[config.mk]
export PLATFORM = sky130hd
export DESIGN_NAME = keyword_number_lexer
export DESIGN_NICKNAME = d
export VERILOG_FILES = /design/src/rtl/core/klx_pkg.sv /design/src/rtl/core/keyword_number_lexer.sv /design/src/rtl/core/klx_front.sv /design/src/rtl/core/klx_queue.sv /design/src/rtl/core/klx_back.sv
export SDC_FILE = /design/constraint.sdc
export NUM_CORES = 1
export LEC_CHECK = 0
export ABC_AREA = 1
export BUFFER_PORTS_ARGS = -buffer_cell sky130_fd_sc_hd__buf_2
export CORE_MARGIN = 1
export CORE_UTILIZATION = 26
export DETAILED_ROUTE_END_ITERATION = 10
export HOLD_SLACK_MARGIN = 0.12
export SYNTH_ARGS = -nofsm -noshare
export SYNTH_HDL_FRONTEND = slang
export SYNTH_SLANG_ARGS = --single-unit
[constraint.sdc]
create_clock -name aclk -period 9.3 [get_ports aclk]
set_input_delay 1.86 -clock aclk [delete_from_list [all_inputs] [get_ports aclk]]
set_output_delay 1.86 -clock aclk [all_outputs]
set_load 0.01 [all_outputs]
[src/rtl/core/klx_pkg.sv]
// Shared types, constants and keyword helpers for the keyword and number lexer.
`timescale 1ns / 1ps

package klx_pkg;

    typedef struct packed {
        logic [7:0] char_byte;
        logic       final_byte;
    } klx_in_t;

    typedef struct packed {
        logic [1:0]  token_kind;
        logic [15:0] token_line;
        logic [15:0] token_column;
        logic [30:0] number_value;
        logic        number_overflow;
    } klx_token_t;

    typedef struct packed {
        logic [7:0] char_byte;
        logic       final_byte;
        logic       is_word;
        logic       is_digit;
        logic       is_newline;
    } klx_class_t;

    localparam logic [1:0] KIND_MAIN   = 2'd0;
    localparam logic [1:0] KIND_INT    = 2'd1;
    localparam logic [1:0] KIND_RETURN = 2'd2;
    localparam logic [1:0] KIND_NUM    = 2'd3;

    localparam logic [7:0] CH_UNDERSCORE = 8'h5F;
    localparam logic [7:0] CH_ZERO       = 8'h30;
    localparam logic [7:0] CH_NINE       = 8'h39;
    localparam logic [7:0] CH_NEWLINE    = 8'h0A;

    localparam logic [2:0] ID_LEN_MAX   = 3'd7;
    localparam logic [2:0] CANDS_ALL    = 3'b111;

    localparam int KLX_QUEUE_DEPTH = 4;
    localparam int KLX_QPTR_BITS   = $clog2(KLX_QUEUE_DEPTH);

    function automatic logic [2:0] klx_kw_len(input logic [1:0] k);
        logic [2:0] len;
        case (k)
            KIND_MAIN:   len = 3'd4;
            KIND_INT:    len = 3'd3;
            KIND_RETURN: len = 3'd6;
            default:     len = 3'd0;
        endcase
        return len;
    endfunction

    // Keyword k still matches after byte c lands at position pos.
    function automatic logic klx_kw_keeps(input logic [1:0] k, input logic [2:0] pos,
                                          input logic [7:0] c);
        logic [47:0] text;
        logic [2:0]  sel;
        logic        keep;
        case (k)
            KIND_MAIN:   text = {"main", 16'h0000};
            KIND_INT:    text = {"int", 24'h000000};
            KIND_RETURN: text = "return";
            default:     text = '0;
        endcase
        sel  = 3'd5 - pos;
        keep = 1'b0;
        if (pos < klx_kw_len(k)) begin
            keep = (text[{sel, 3'b000} +: 8] == c);
        end
        return keep;
    endfunction

    // {found, kind} for the first keyword whose candidate bit and length match.
    function automatic logic [2:0] klx_kw_found(input logic [2:0] len, input logic [2:0] cands);
        logic [2:0] res;
        res = '0;
        if (cands[0] && len == klx_kw_len(KIND_MAIN)) begin
            res = {1'b1, KIND_MAIN};
        end else if (cands[1] && len == klx_kw_len(KIND_INT)) begin
            res = {1'b1, KIND_INT};
        end else if (cands[2] && len == klx_kw_len(KIND_RETURN)) begin
            res = {1'b1, KIND_RETURN};
        end
        return res;
    endfunction

endpackage

[src/rtl/core/keyword_number_lexer.sv]
// Keyword and decimal number lexer, top level.
//
// s_ channel: one ASCII byte per item (char_byte) with final_byte marking the
// last byte of the source. m_ channel: one token per item carrying its kind
// (main, int, return or number), start line and column, and for numbers the
// value and an overflow flag. Identifiers other than the three keywords and
// all other bytes give no token.
// Throughput: one byte per cycle, sustained, as long as m_ready keeps up.
// A token is presented on m_ from the output register: the front classifies
// the byte ending it into a four-entry queue, and the back scanner reads the
// queue head and loads the output register.
// When the receiver stalls, the output register holds its token, the back end
// stops reading the queue, and s_ready drops once four bytes are queued.
// Reset (aresetn low, synchronous) empties the queue and the output register,
// sets line 1, column 0 and an idle scanner.
`timescale 1ns / 1ps

module keyword_number_lexer #(
    parameter int POSITION_BITS = 16,
    parameter int NUMBER_BITS   = 32
) (
    input  logic                aclk,
    input  logic                aresetn,
    input  logic                s_valid,
    output logic                s_ready,
    input  klx_pkg::klx_in_t    s_data,
    output logic                m_valid,
    input  logic                m_ready,
    output klx_pkg::klx_token_t m_data
);
    import klx_pkg::*;

    localparam int QW = $bits(klx_class_t) + 2 * POSITION_BITS;

    logic                     q_full, q_push, q_pop, q_valid;
    klx_class_t               f_class, b_class;
    logic [POSITION_BITS-1:0] f_line, f_column, b_line, b_column;
    logic [QW-1:0]            q_in, q_out;

    klx_front #(
        .POSITION_BITS(POSITION_BITS)
    ) u_front (
        .aclk     (aclk),
        .aresetn  (aresetn),
        .s_valid  (s_valid),
        .s_ready  (s_ready),
        .s_data   (s_data),
        .q_full   (q_full),
        .q_push   (q_push),
        .q_class  (f_class),
        .q_line   (f_line),
        .q_column (f_column)
    );

    assign q_in = {f_class, f_line, f_column};

    klx_queue #(
        .DATA_BITS(QW)
    ) u_queue (
        .aclk      (aclk),
        .aresetn   (aresetn),
        .push      (q_push),
        .push_data (q_in),
        .full      (q_full),
        .pop       (q_pop),
        .pop_valid (q_valid),
        .pop_data  (q_out)
    );

    assign {b_class, b_line, b_column} = q_out;

    klx_back #(
        .POSITION_BITS(POSITION_BITS),
        .NUMBER_BITS  (NUMBER_BITS)
    ) u_back (
        .aclk     (aclk),
        .aresetn  (aresetn),
        .q_valid  (q_valid),
        .q_class  (b_class),
        .q_line   (b_line),
        .q_column (b_column),
        .q_pop    (q_pop),
        .m_valid  (m_valid),
        .m_ready  (m_ready),
        .m_data   (m_data)
    );

endmodule

[src/rtl/core/klx_front.sv]
// Front end: accepts bytes, classifies them and tracks line and column.
`timescale 1ns / 1ps

module klx_front #(
    parameter int POSITION_BITS = 16
) (
    input  logic                     aclk,
    input  logic                     aresetn,
    input  logic                     s_valid,
    output logic                     s_ready,
    input  klx_pkg::klx_in_t         s_data,
    input  logic                     q_full,
    output logic                     q_push,
    output klx_pkg::klx_class_t      q_class,
    output logic [POSITION_BITS-1:0] q_line,
    output logic [POSITION_BITS-1:0] q_column
);
    import klx_pkg::*;

    localparam logic [POSITION_BITS-1:0] POS_MAX = '1;

    logic [POSITION_BITS-1:0] line_reg, line_next;
    logic [POSITION_BITS-1:0] col_reg, col_next;
    logic [POSITION_BITS-1:0] col_inc;
    logic                     is_letter;
    logic [7:0]               c;

    assign s_ready = !q_full;
    assign q_push  = s_valid && !q_full;
    assign c       = s_data.char_byte;

    always_comb begin
        is_letter = (c >= "a" && c <= "z") || (c >= "A" && c <= "Z");
        q_class.char_byte  = c;
        q_class.final_byte = s_data.final_byte;
        q_class.is_word    = is_letter || (c == CH_UNDERSCORE);
        q_class.is_digit   = (c >= CH_ZERO) && (c <= CH_NINE);
        q_class.is_newline = (c == CH_NEWLINE);

        col_inc   = (col_reg == POS_MAX) ? col_reg : col_reg + 1'b1;
        line_next = line_reg;
        col_next  = col_inc;
        if (q_class.is_newline) begin
            if (line_reg != POS_MAX) begin
                line_next = line_reg + 1'b1;
            end
            col_next = '0;
        end
    end

    assign q_line   = line_reg;
    assign q_column = col_inc;

    always_ff @(posedge aclk) begin
        if (!aresetn) begin
            line_reg <= POSITION_BITS'(1);
            col_reg  <= '0;
        end else if (q_push) begin
            line_reg <= line_next;
            col_reg  <= col_next;
        end
    end

endmodule

[src/rtl/core/klx_queue.sv]
// Small first-in first-out queue between the lexer front and back ends.
`timescale 1ns / 1ps

module klx_queue #(
    parameter int DATA_BITS = 44
) (
    input  logic                 aclk,
    input  logic                 aresetn,
    input  logic                 push,
    input  logic [DATA_BITS-1:0] push_data,
    output logic                 full,
    input  logic                 pop,
    output logic                 pop_valid,
    output logic [DATA_BITS-1:0] pop_data
);
    import klx_pkg::*;

    logic [DATA_BITS-1:0]     mem [KLX_QUEUE_DEPTH];
    logic [KLX_QPTR_BITS-1:0] wr_ptr_reg, wr_ptr_next;
    logic [KLX_QPTR_BITS-1:0] rd_ptr_reg, rd_ptr_next;
    logic [KLX_QPTR_BITS:0]   count_reg, count_next;
    logic                     do_push, do_pop;

    assign full      = (count_reg == (KLX_QPTR_BITS+1)'(KLX_QUEUE_DEPTH));
    assign pop_valid = (count_reg != '0);
    assign pop_data  = mem[rd_ptr_reg];
    assign do_push   = push && !full;
    assign do_pop    = pop && pop_valid;

    always_comb begin
        wr_ptr_next = do_push ? wr_ptr_reg + 1'b1 : wr_ptr_reg;
        rd_ptr_next = do_pop ? rd_ptr_reg + 1'b1 : rd_ptr_reg;
        count_next  = count_reg;
        if (do_push && !do_pop) begin
            count_next = count_reg + 1'b1;
        end else if (do_pop && !do_push) begin
            count_next = count_reg - 1'b1;
        end
    end

    always_ff @(posedge aclk) begin
        if (!aresetn) begin
            wr_ptr_reg <= '0;
            rd_ptr_reg <= '0;
            count_reg  <= '0;
        end else begin
            wr_ptr_reg <= wr_ptr_next;
            rd_ptr_reg <= rd_ptr_next;
            count_reg  <= count_next;
        end
    end

    always_ff @(posedge aclk) begin
        if (do_push) begin
            mem[wr_ptr_reg] <= push_data;
        end
    end

endmodule

[src/rtl/core/klx_back.sv]
// Back end: identifier and number scanner with the registered token output.
`timescale 1ns / 1ps

module klx_back #(
    parameter int POSITION_BITS = 16,
    parameter int NUMBER_BITS   = 32
) (
    input  logic                     aclk,
    input  logic                     aresetn,
    input  logic                     q_valid,
    input  klx_pkg::klx_class_t      q_class,
    input  logic [POSITION_BITS-1:0] q_line,
    input  logic [POSITION_BITS-1:0] q_column,
    output logic                     q_pop,
    output logic                     m_valid,
    input  logic                     m_ready,
    output klx_pkg::klx_token_t      m_data
);
    import klx_pkg::*;

    localparam int AW = NUMBER_BITS - 1;
    localparam int PW = AW + 4;
    localparam logic [AW-1:0] NUM_MAX = '1;

    typedef enum logic [1:0] {MODE_IDLE, MODE_IDENT, MODE_NUM} mode_t;

    mode_t                    mode_reg, mode_next, mid_mode;
    logic [2:0]               len_reg, len_next, base_len, mid_len, len_add;
    logic [2:0]               cand_reg, cand_next, base_cand, mid_cand, cand_add;
    logic [AW-1:0]            acc_reg, acc_next, base_acc, mid_acc;
    logic                     ovf_reg, ovf_next, base_ovf, mid_ovf;
    logic [POSITION_BITS-1:0] sline_reg, sline_next, scol_reg, scol_next;
    logic                     out_valid_reg, out_valid_next;
    klx_token_t               out_reg, out_next;

    logic       take, brk, cont_id, cont_num, open, do_id, do_num;
    logic [2:0] found1, found2;
    logic       hit1, hit2, emit;
    logic [3:0] digit;
    logic [PW-1:0] wide, prod;
    klx_token_t tok1, tok2;

    always_comb begin
        take  = q_valid && (!out_valid_reg || m_ready);
        q_pop = take;

        cont_id  = (mode_reg == MODE_IDENT) && (q_class.is_word || q_class.is_digit);
        cont_num = (mode_reg == MODE_NUM) && q_class.is_digit;
        brk      = !cont_id && !cont_num;
        open     = brk && (q_class.is_word || q_class.is_digit);
        do_id    = cont_id || (open && q_class.is_word);
        do_num   = cont_num || (open && !q_class.is_word);

        // token ended by this byte
        found1 = klx_kw_found(len_reg, cand_reg);
        hit1   = brk && ((mode_reg == MODE_NUM) || (mode_reg == MODE_IDENT && found1[2]));
        tok1.token_kind      = (mode_reg == MODE_NUM) ? KIND_NUM : found1[1:0];
        tok1.token_line      = 16'(sline_reg);
        tok1.token_column    = 16'(scol_reg);
        tok1.number_value    = (mode_reg == MODE_NUM) ? 31'(acc_reg) : '0;
        tok1.number_overflow = (mode_reg == MODE_NUM) && ovf_reg;

        base_len  = brk ? 3'd0 : len_reg;
        base_cand = brk ? CANDS_ALL : cand_reg;
        base_acc  = brk ? '0 : acc_reg;
        base_ovf  = brk ? 1'b0 : ovf_reg;

        for (int k = 0; k < 3; k++) begin
            cand_add[k] = base_cand[k] && klx_kw_keeps(2'(k), base_len, q_class.char_byte);
        end
        len_add = (base_len == ID_LEN_MAX) ? base_len : base_len + 1'b1;

        digit = 4'(q_class.char_byte - CH_ZERO);
        wide  = PW'(base_acc);
        prod  = (wide << 3) + (wide << 1) + PW'(digit);

        mid_mode = mode_reg;
        if (brk) begin
            mid_mode = open ? (q_class.is_word ? MODE_IDENT : MODE_NUM) : MODE_IDLE;
        end
        mid_len  = do_id ? len_add : base_len;
        mid_cand = do_id ? cand_add : base_cand;
        mid_acc  = base_acc;
        mid_ovf  = base_ovf;
        if (do_num) begin
            if (prod > PW'(NUM_MAX)) begin
                mid_acc = NUM_MAX;
                mid_ovf = 1'b1;
            end else begin
                mid_acc = prod[AW-1:0];
            end
        end
        sline_next = open ? q_line : sline_reg;
        scol_next  = open ? q_column : scol_reg;

        // flush on the final byte
        found2 = klx_kw_found(mid_len, mid_cand);
        hit2   = q_class.final_byte && !hit1 &&
                 ((mid_mode == MODE_NUM) || (mid_mode == MODE_IDENT && found2[2]));
        tok2.token_kind      = (mid_mode == MODE_NUM) ? KIND_NUM : found2[1:0];
        tok2.token_line      = 16'(sline_next);
        tok2.token_column    = 16'(scol_next);
        tok2.number_value    = (mid_mode == MODE_NUM) ? 31'(mid_acc) : '0;
        tok2.number_overflow = (mid_mode == MODE_NUM) && mid_ovf;

        if (q_class.final_byte) begin
            mode_next = MODE_IDLE;
            len_next  = '0;
            cand_next = CANDS_ALL;
            acc_next  = '0;
            ovf_next  = 1'b0;
        end else begin
            mode_next = mid_mode;
            len_next  = mid_len;
            cand_next = mid_cand;
            acc_next  = mid_acc;
            ovf_next  = mid_ovf;
        end

        emit           = take && (hit1 || hit2);
        out_valid_next = out_valid_reg;
        out_next       = out_reg;
        if (!out_valid_reg || m_ready) begin
            out_valid_next = emit;
            if (emit) begin
                out_next = hit1 ? tok1 : tok2;
            end
        end
    end

    assign m_valid = out_valid_reg;
    assign m_data  = out_reg;

    always_ff @(posedge aclk) begin
        if (!aresetn) begin
            mode_reg      <= MODE_IDLE;
            len_reg       <= '0;
            cand_reg      <= CANDS_ALL;
            acc_reg       <= '0;
            ovf_reg       <= 1'b0;
            sline_reg     <= POSITION_BITS'(1);
            scol_reg      <= '0;
            out_valid_reg <= 1'b0;
        end else begin
            if (take) begin
                mode_reg  <= mode_next;
                len_reg   <= len_next;
                cand_reg  <= cand_next;
                acc_reg   <= acc_next;
                ovf_reg   <= ovf_next;
                sline_reg <= sline_next;
                scol_reg  <= scol_next;
            end
            out_valid_reg <= out_valid_next;
        end
        out_reg <= out_next;
    end

endmodule

# Word-level counts from Yosys, hierarchy flattened
# Memory sizes are Yosys's and may differ from the RTL's. A register that Yosys moved wholly into a read port is not among the register bits.
# Cells that the tools add are included.
[word_totals] regBits=178 ramBits=176 input_bits=13 out_inout_bits=68 elab_cells=158 mem_count=1
[memory_table] memory="u_queue.mem" words=4 word_bits=44 rd=1 rd_ports_with_merged_regs=1 write_ports=1 line_no="klx_queue.sv:18" rtl="logic [DATA_BITS-1:0] mem [KLX_QUEUE_DEPTH];"
[op_classes] addsub=11 magnitude_cmp=10 n_eq_ne=19 shift=3 mux=43 n_reduce_logical=53
[op_table] operator="two-way mux 31 bit" count=6
[op_table] operator="variable part select 48 x 7 -> 8 bit (first input constant)" count=3
[op_table] operator="two-way mux 66 bit" count=1
[op_table] operator="two-way mux 16 bit" count=4
[op_table] operator="two-way mux 3 bit" count=15
[op_table] operator="adder 34 x 32 -> 35 bit" count=1
[op_table] operator="adder 35 x 4 -> 35 bit" count=1
[op_table] operator="> comparator 35 x 31 -> 1 bit (second input constant)" count=1
[op_table] operator="adder 16 x 1 -> 16 bit (second input constant)" count=2
[op_table] operator="logical AND 1 bit" count=32
[op_table] operator="equality test 8 bit" count=3
[op_table] operator="equality test 3 bit (second input constant)" count=6
[op_table] operator="equality test 16 bit (second input constant)" count=1
[op_table] operator=">= comparator 8 x 7 -> 1 bit (second input constant)" count=2
[op_table] operator="<= comparator 8 x 7 -> 1 bit (second input constant)" count=2
[op_table] operator="two-way mux 2 bit" count=8
[op_table] operator="inequality test 16 bit (second input constant)" count=1
[op_table] operator="logical OR 1 bit" count=9
[op_table] operator="two-way mux 1 bit" count=9
[op_table] operator="equality test 8 x 4 -> 1 bit (second input constant)" count=1
[op_table] operator="equality test 8 x 7 -> 1 bit (second input constant)" count=1
[op_table] operator=">= comparator 8 x 6 -> 1 bit (second input constant)" count=1
[op_table] operator="<= comparator 8 x 6 -> 1 bit (second input constant)" count=1
[op_table] operator="logical NOT 1 bit" count=8
[op_table] operator="14 further kinds" count=20

# Depth between registers and ports, before layout
[depth] word_depth=21 ltp_mapped=35 depth_no_buf=35

# Modules after synthesis
# From an unflattened synthesis, not the netlist that was laid out.
[unflattened] cells_unflattened=2203 area_unflattened_um2=18899.4
[by_module_without_submodules] mod="klx_back" n_inst=1 cells_each=1361 area_per_inst_um2=9580.4 seq_area_each_um2=3443.3
[by_module_without_submodules] mod="klx_queue" n_inst=1 cells_each=494 area_per_inst_um2=7091.8 seq_area_each_um2=5465.2
[by_module_without_submodules] mod="klx_front" n_inst=1 cells_each=348 area_per_inst_um2=2227.1 seq_area_each_um2=640.6

# Worst setup path before layout
# OpenSTA, ideal clock, no wires.
[synth_timing] path_type="input -> register" start="in s_valid" end="mem u_queue.mem[0][0], enable pin" setup_time_ns=0.444 t_arrival_ns=4.031 required_time_ns=8.856 slack_ns=4.825 cell_stages=3 path_buffers=1 cell_sequence="nand2_1 -> clkbuf_1 -> nor2_1"
[synth_between] elab_chain_cells=4
[synth_rtl] item="from (decl)" line_no="keyword_number_lexer.sv:24" rtl="input logic s_valid,"
[synth_rtl] item="logical AND 1 bit" line_no="klx_front.sv:29" rtl="assign q_push = s_valid && !q_full;"
[synth_rtl] item="logical AND 1 bit" line_no="klx_queue.sv:27" rtl="assign do_push = push && !full;"
[synth_rtl] item="two-way mux 1 bit" line_no="klx_queue.sv:54" rtl="if (do_push) begin"
[synth_rtl] item="two-way mux 1 bit (implied by the code)" line_no="klx_queue.sv:55" rtl="mem[wr_ptr_reg] <= push_data;"
[synth_rtl] item="to (decl)" line_no="klx_queue.sv:18"
# No other way between the ends.

==> run summary <==
Register area share after synthesis: 0.533. The floorplan step defined a die boundary enclosing 0.0691 mm^2. The tools report the total track usage as 0.122.

STA classifies the critical path endpoint as a register. The basic-gate share of the synthesized area counting and, or, nand and nor cells is 0.177, and the final setup TNS is 0 ns. In this run, distinct cell masters in the synthesized netlist total 50.

The run gives 19700 um as the detailed-route wire length on metal 1. At the pin with the least slew margin, the transition time is 1.09 ns. The kind of path behind the tightest hold check is register to register. The largest total area in the synthesized netlist belongs to sky130_fd_sc_hd__edfxtp_1. For this run, the number of Yosys warnings is 0.

Registers take 0.00943 mm^2. For the worst flop-to-flop path, the logic depth is 30. For the static leakage, the log shows 7.61 nW. Each instance of the synthesized netlist takes up on average 8.85 um^2. Once detailed placement completed, the half-perimeter wirelength came to 27300 um.

After detailed routing, the total wire length is 42600 um. The finished layout holds 2952 standard cells, fillers aside. The floorplan step set the die width to 263 um. Leaving out fill and tap cells, the most frequent cells in the layout are sky130_fd_sc_hd__nand2_1, sky130_fd_sc_hd__o21ai_0, sky130_fd_sc_hd__edfxtp_1. The area after detailed placement is 0.0190 mm^2, and the count of buffers inserted at the top-level ports is 80. The routed design uses 20000 um of met2 wire. In the routed design, unresolved DRC markers number 0. The area fraction in compound gates after synthesis came out at 0.148.

The core region area is 0.0673 mm^2. TritonCTS built the clock tree. Synthesis handed over a netlist of 2000 instances. The first global-routing pass estimated 68100 um of wire.

The xor-xnor portion of the synthesized cell area was 0.0208. Yosys mapped a number of flops with a built-in enable equal to 238. The critical path capture point was u_back.m_data[0]. Together, buffers and inverters on the worst path number 4.

The number of placed instances, taps included, is 2876. The multiplexer share of the synthesized area works out to 0. Leaving out fill and tap cells, the most frequent cell in the layout is sky130_fd_sc_hd__nand2_1. The share of synthesized flip-flops with an asynchronous set or reset was 0. At the worst endpoint, the required time is 9.60 ns.

The dominant cell type by count on the critical path was sky130_fd_sc_hd__nand2_1. Adder and majority gate portion of the synthesized area: 0.0553. In this run the power density over the cells is 320 mW/mm^2. The register with the most flip-flops in the layout has 172 of them. Once the clock tree was built, the setup fixing pass inserted 0 buffers. For the worst-skew pair, the clock arrives at the later sink with an insertion delay of 0.57 ns. Setup repair after global routing left no endpoint under its margin. The run gives 6.82 ns as the critical path arrival.

For the total nets after synthesis, the log shows 2090. In this design, the stage delay of the slowest critical-path cell is 0.66 ns. Summing every instance area after synthesis gives 0.0177 mm^2.

Along the worst path, the maximum fanout reaches 44. The clock-pin slew on the worst setup and hold paths was 0.06 ns. The post-route clock period utilization works out to 0.701. After the last flow step, the layout net total stands at 2135. The routed via count divided by cell count is 4.62, and the final antenna-violating net count is 0.

The detailed router finished its first iteration with 830 violations. The worst max-slew margin expressed relative to the limit was 0.267; the multi-input gate area in the final layout was 0.00715 mm^2. The floorplan step set the die height to 263 um. The post-route cell area is 0.0203 mm^2, and the total count of max-transition violations in the final report is 0. After synthesis, the largest family of logic cells by area is simple AND/OR/NAND/NOR gates. Setup violations remaining at the end of the flow were counted as 0. Setup slack on the worst reg-to-reg path comes out at 2.78 ns. The run gives 0 as the total count of hold-check failures in the final report. The tools report the I/O pin count as 81. The slowest stage of the critical path is the sky130_fd_sc_hd__inv_2 cell. Area share of the leading cell type in the synthesized netlist: 0.404.

The endpoint of the worst-slack reg-to-reg timing path was u_back.m_data[0]. The total of flip-flops plus latches after synthesis works out to 352. Counting the buffers created by CTS gives 40. The run gives 7029 as the fill cell instance count of the final layout. For the largest vdd supply drop, the log shows 0.245 mV.

The clock period could shrink to 6.52 ns. The run finished with clean final reports. The initial antenna violation count is 2, and the per-cell routed wire length is 14.4 um. The post-cts repair resize count was 0. The highest routing layer actually used was met4. For this run, the top clock speed supported by timing is 0.153 GHz. Most used flip-flop cell after synthesis: sky130_fd_sc_hd__edfxtp_1. The maximum number of buffers from clock root to sink came out at 3. Cell class contributing the biggest share of worst-path delay: simple AND/OR/NAND/NOR gates. The tools report the startpoint type of the worst setup path as a register. Row generation in the floorplan step produced 95 rows. The cell count along the critical path came out at 30. Maximum number of pins on one net before global-route repair: 77.

The count of TritonRoute iterations in the first routing pass came out at 5. The total overflow left after global routing is 0. The count of maximum capacitance violations is 0.

On the final layout, the worst clock skew is 0.0209 ns. The logs give 13625 for the count of vias placed by the detailed router and 352 for the clock sink count. The critical path is of the register to register type.

Hold-fix buffer count after cts: 0. Ranked by total cell area, the synthesized netlist is headed by sky130_fd_sc_hd__edfxtp_1, sky130_fd_sc_hd__dfxtp_1, sky130_fd_sc_hd__o21ai_0. At the end of routability-driven placement, the weighted congestion stood at 0.908. Clock tree synthesis selected as its root buffer the cell sky130_fd_sc_hd__clkbuf_16. The H-tree was split into 2 levels.

The run gives 0.263 as the initial cell density of the core. The run gives 1830 um as the wire length on met3. The run gives 12787 as the number of global-route vias before repair. The fraction of final layout cells with drive strength greater than 1 is 0.0939, and the layout overhead on the synthesized area is 14.6%. The utilization after layout is 0.302.
Yosys cell counts, types with 2 or more instances:
library cell and number:
sky130_fd_sc_hd__buf_6 3, sky130_fd_sc_hd__nand3_2 3, sky130_fd_sc_hd__clkbuf_1 74, sky130_fd_sc_hd__a211oi_1 4, sky130_fd_sc_hd__nand2_1 346, sky130_fd_sc_hd__nand4_1 37, sky130_fd_sc_hd__o21ai_1 11, sky130_fd_sc_hd__nand3_1 121
sky130_fd_sc_hd__nand3b_1 2, sky130_fd_sc_hd__buf_4 3, sky130_fd_sc_hd__dfxtp_1 114, sky130_fd_sc_hd__nor4_1 8, sky130_fd_sc_hd__nor3b_1 3, sky130_fd_sc_hd__nor3_1 18, sky130_fd_sc_hd__xnor2_1 21, sky130_fd_sc_hd__fa_1 2
sky130_fd_sc_hd__o211ai_1 7, sky130_fd_sc_hd__a21oi_2 2, sky130_fd_sc_hd__xor2_1 21, sky130_fd_sc_hd__a31oi_1 2, sky130_fd_sc_hd__buf_2 9, sky130_fd_sc_hd__o21ai_0 267, sky130_fd_sc_hd__nor2_1 180, sky130_fd_sc_hd__nor2_2 2
sky130_fd_sc_hd__o21bai_1 2, sky130_fd_sc_hd__o21a_1 4, sky130_fd_sc_hd__inv_2 7, sky130_fd_sc_hd__a21oi_1 155, sky130_fd_sc_hd__ha_1 75, sky130_fd_sc_hd__inv_1 197, sky130_fd_sc_hd__edfxtp_1 238, sky130_fd_sc_hd__o22ai_1 33
sky130_fd_sc_hd__o21ai_2 2, sky130_fd_sc_hd__buf_1 6, sky130_fd_sc_hd__nand2_2 6
stage by stage:
step           total power, mW  setup WS (ns)  hold slack (ns)
5_1_grt                   7.01           2.04            0.478
4_1_cts                   6.59           2.72            0.465
2_1_floorplan             4.21           4.83            0.436
3_5_place_dp              5.01           2.76            0.456
6_report                  6.49           2.78            0.464
3_3_place_gp              4.98           2.85            0.452
per-layer routing:
metal / vias up / track usage
met2: 250 / 0.205
met3: 60 / 0.0196
met1: 6333 / 0.158
li1: 6982 / -
met4: 0 / 0.0427
met5: - / 0
tightest hold or removal path: cells and delay by family (launching register included):
family	cells	cell delay, ns
AND/OR/NAND/NOR	1	0.06
flip-flops	1	0.30
AO/OA/AOI/OAI	1	0.05
cell families (layout without fill, tap and decap cells):
| family | after synthesis | count (layout) |
|---|---|---|
| AO/OA/AOI/OAI | 497 | 497 |
| XOR/XNOR | 42 | 42 |
| adder cells (fa/ha/maj) | 77 | 77 |
| buffers and inverters | 300 | 377 |
| flip-flops | 352 | 352 |
| other | 0 | 2 |
| AND/OR/NAND/NOR | 732 | 732 |
power breakdown:
part | internal [mW] | total (mW) | switching, mW
clock | 0.886 | 1.54 | 0.654
sequential | 2.18 | 2.31 | 0.128
combinational | 0.760 | 2.64 | 1.88
total | 3.82 | 6.49 | 2.66
worst min path at each step:
| stage | from | to | slack, ns | depth (start not counted) |
|---|---|---|---|---|
| 5_1_grt | u_back.acc_reg[7] | u_back.acc_reg[7] | 0.48 | 2 |
| 2_1_floorplan | u_queue.rd_ptr_reg[1] | register | 0.44 | 2 |
| 3_5_place_dp | u_back.acc_reg[5] | u_back.acc_reg[5] | 0.46 | 2 |
| 3_3_place_gp | u_back.acc_reg[12] | u_back.acc_reg[12] | 0.45 | 2 |
| 4_1_cts | u_back.acc_reg[5] | u_back.acc_reg[5] | 0.46 | 2 |
| 6_report | u_back.acc_reg[10] | u_back.acc_reg[10] | 0.46 | 2 |
cell type report:
class                           instances  area share
Antenna cell                            2    0.000247
Clock buffer                           53      0.0532
Clock inverter                         21      0.0107
Inverter                              205      0.0381
Multi-Input combinational cell       1348       0.353
Sequential cell                       352       0.465
Tap cell                              873      0.0538
Timing Repair Buffer                   98      0.0264
Note: power is estimated with default switching activity, not from simulation.
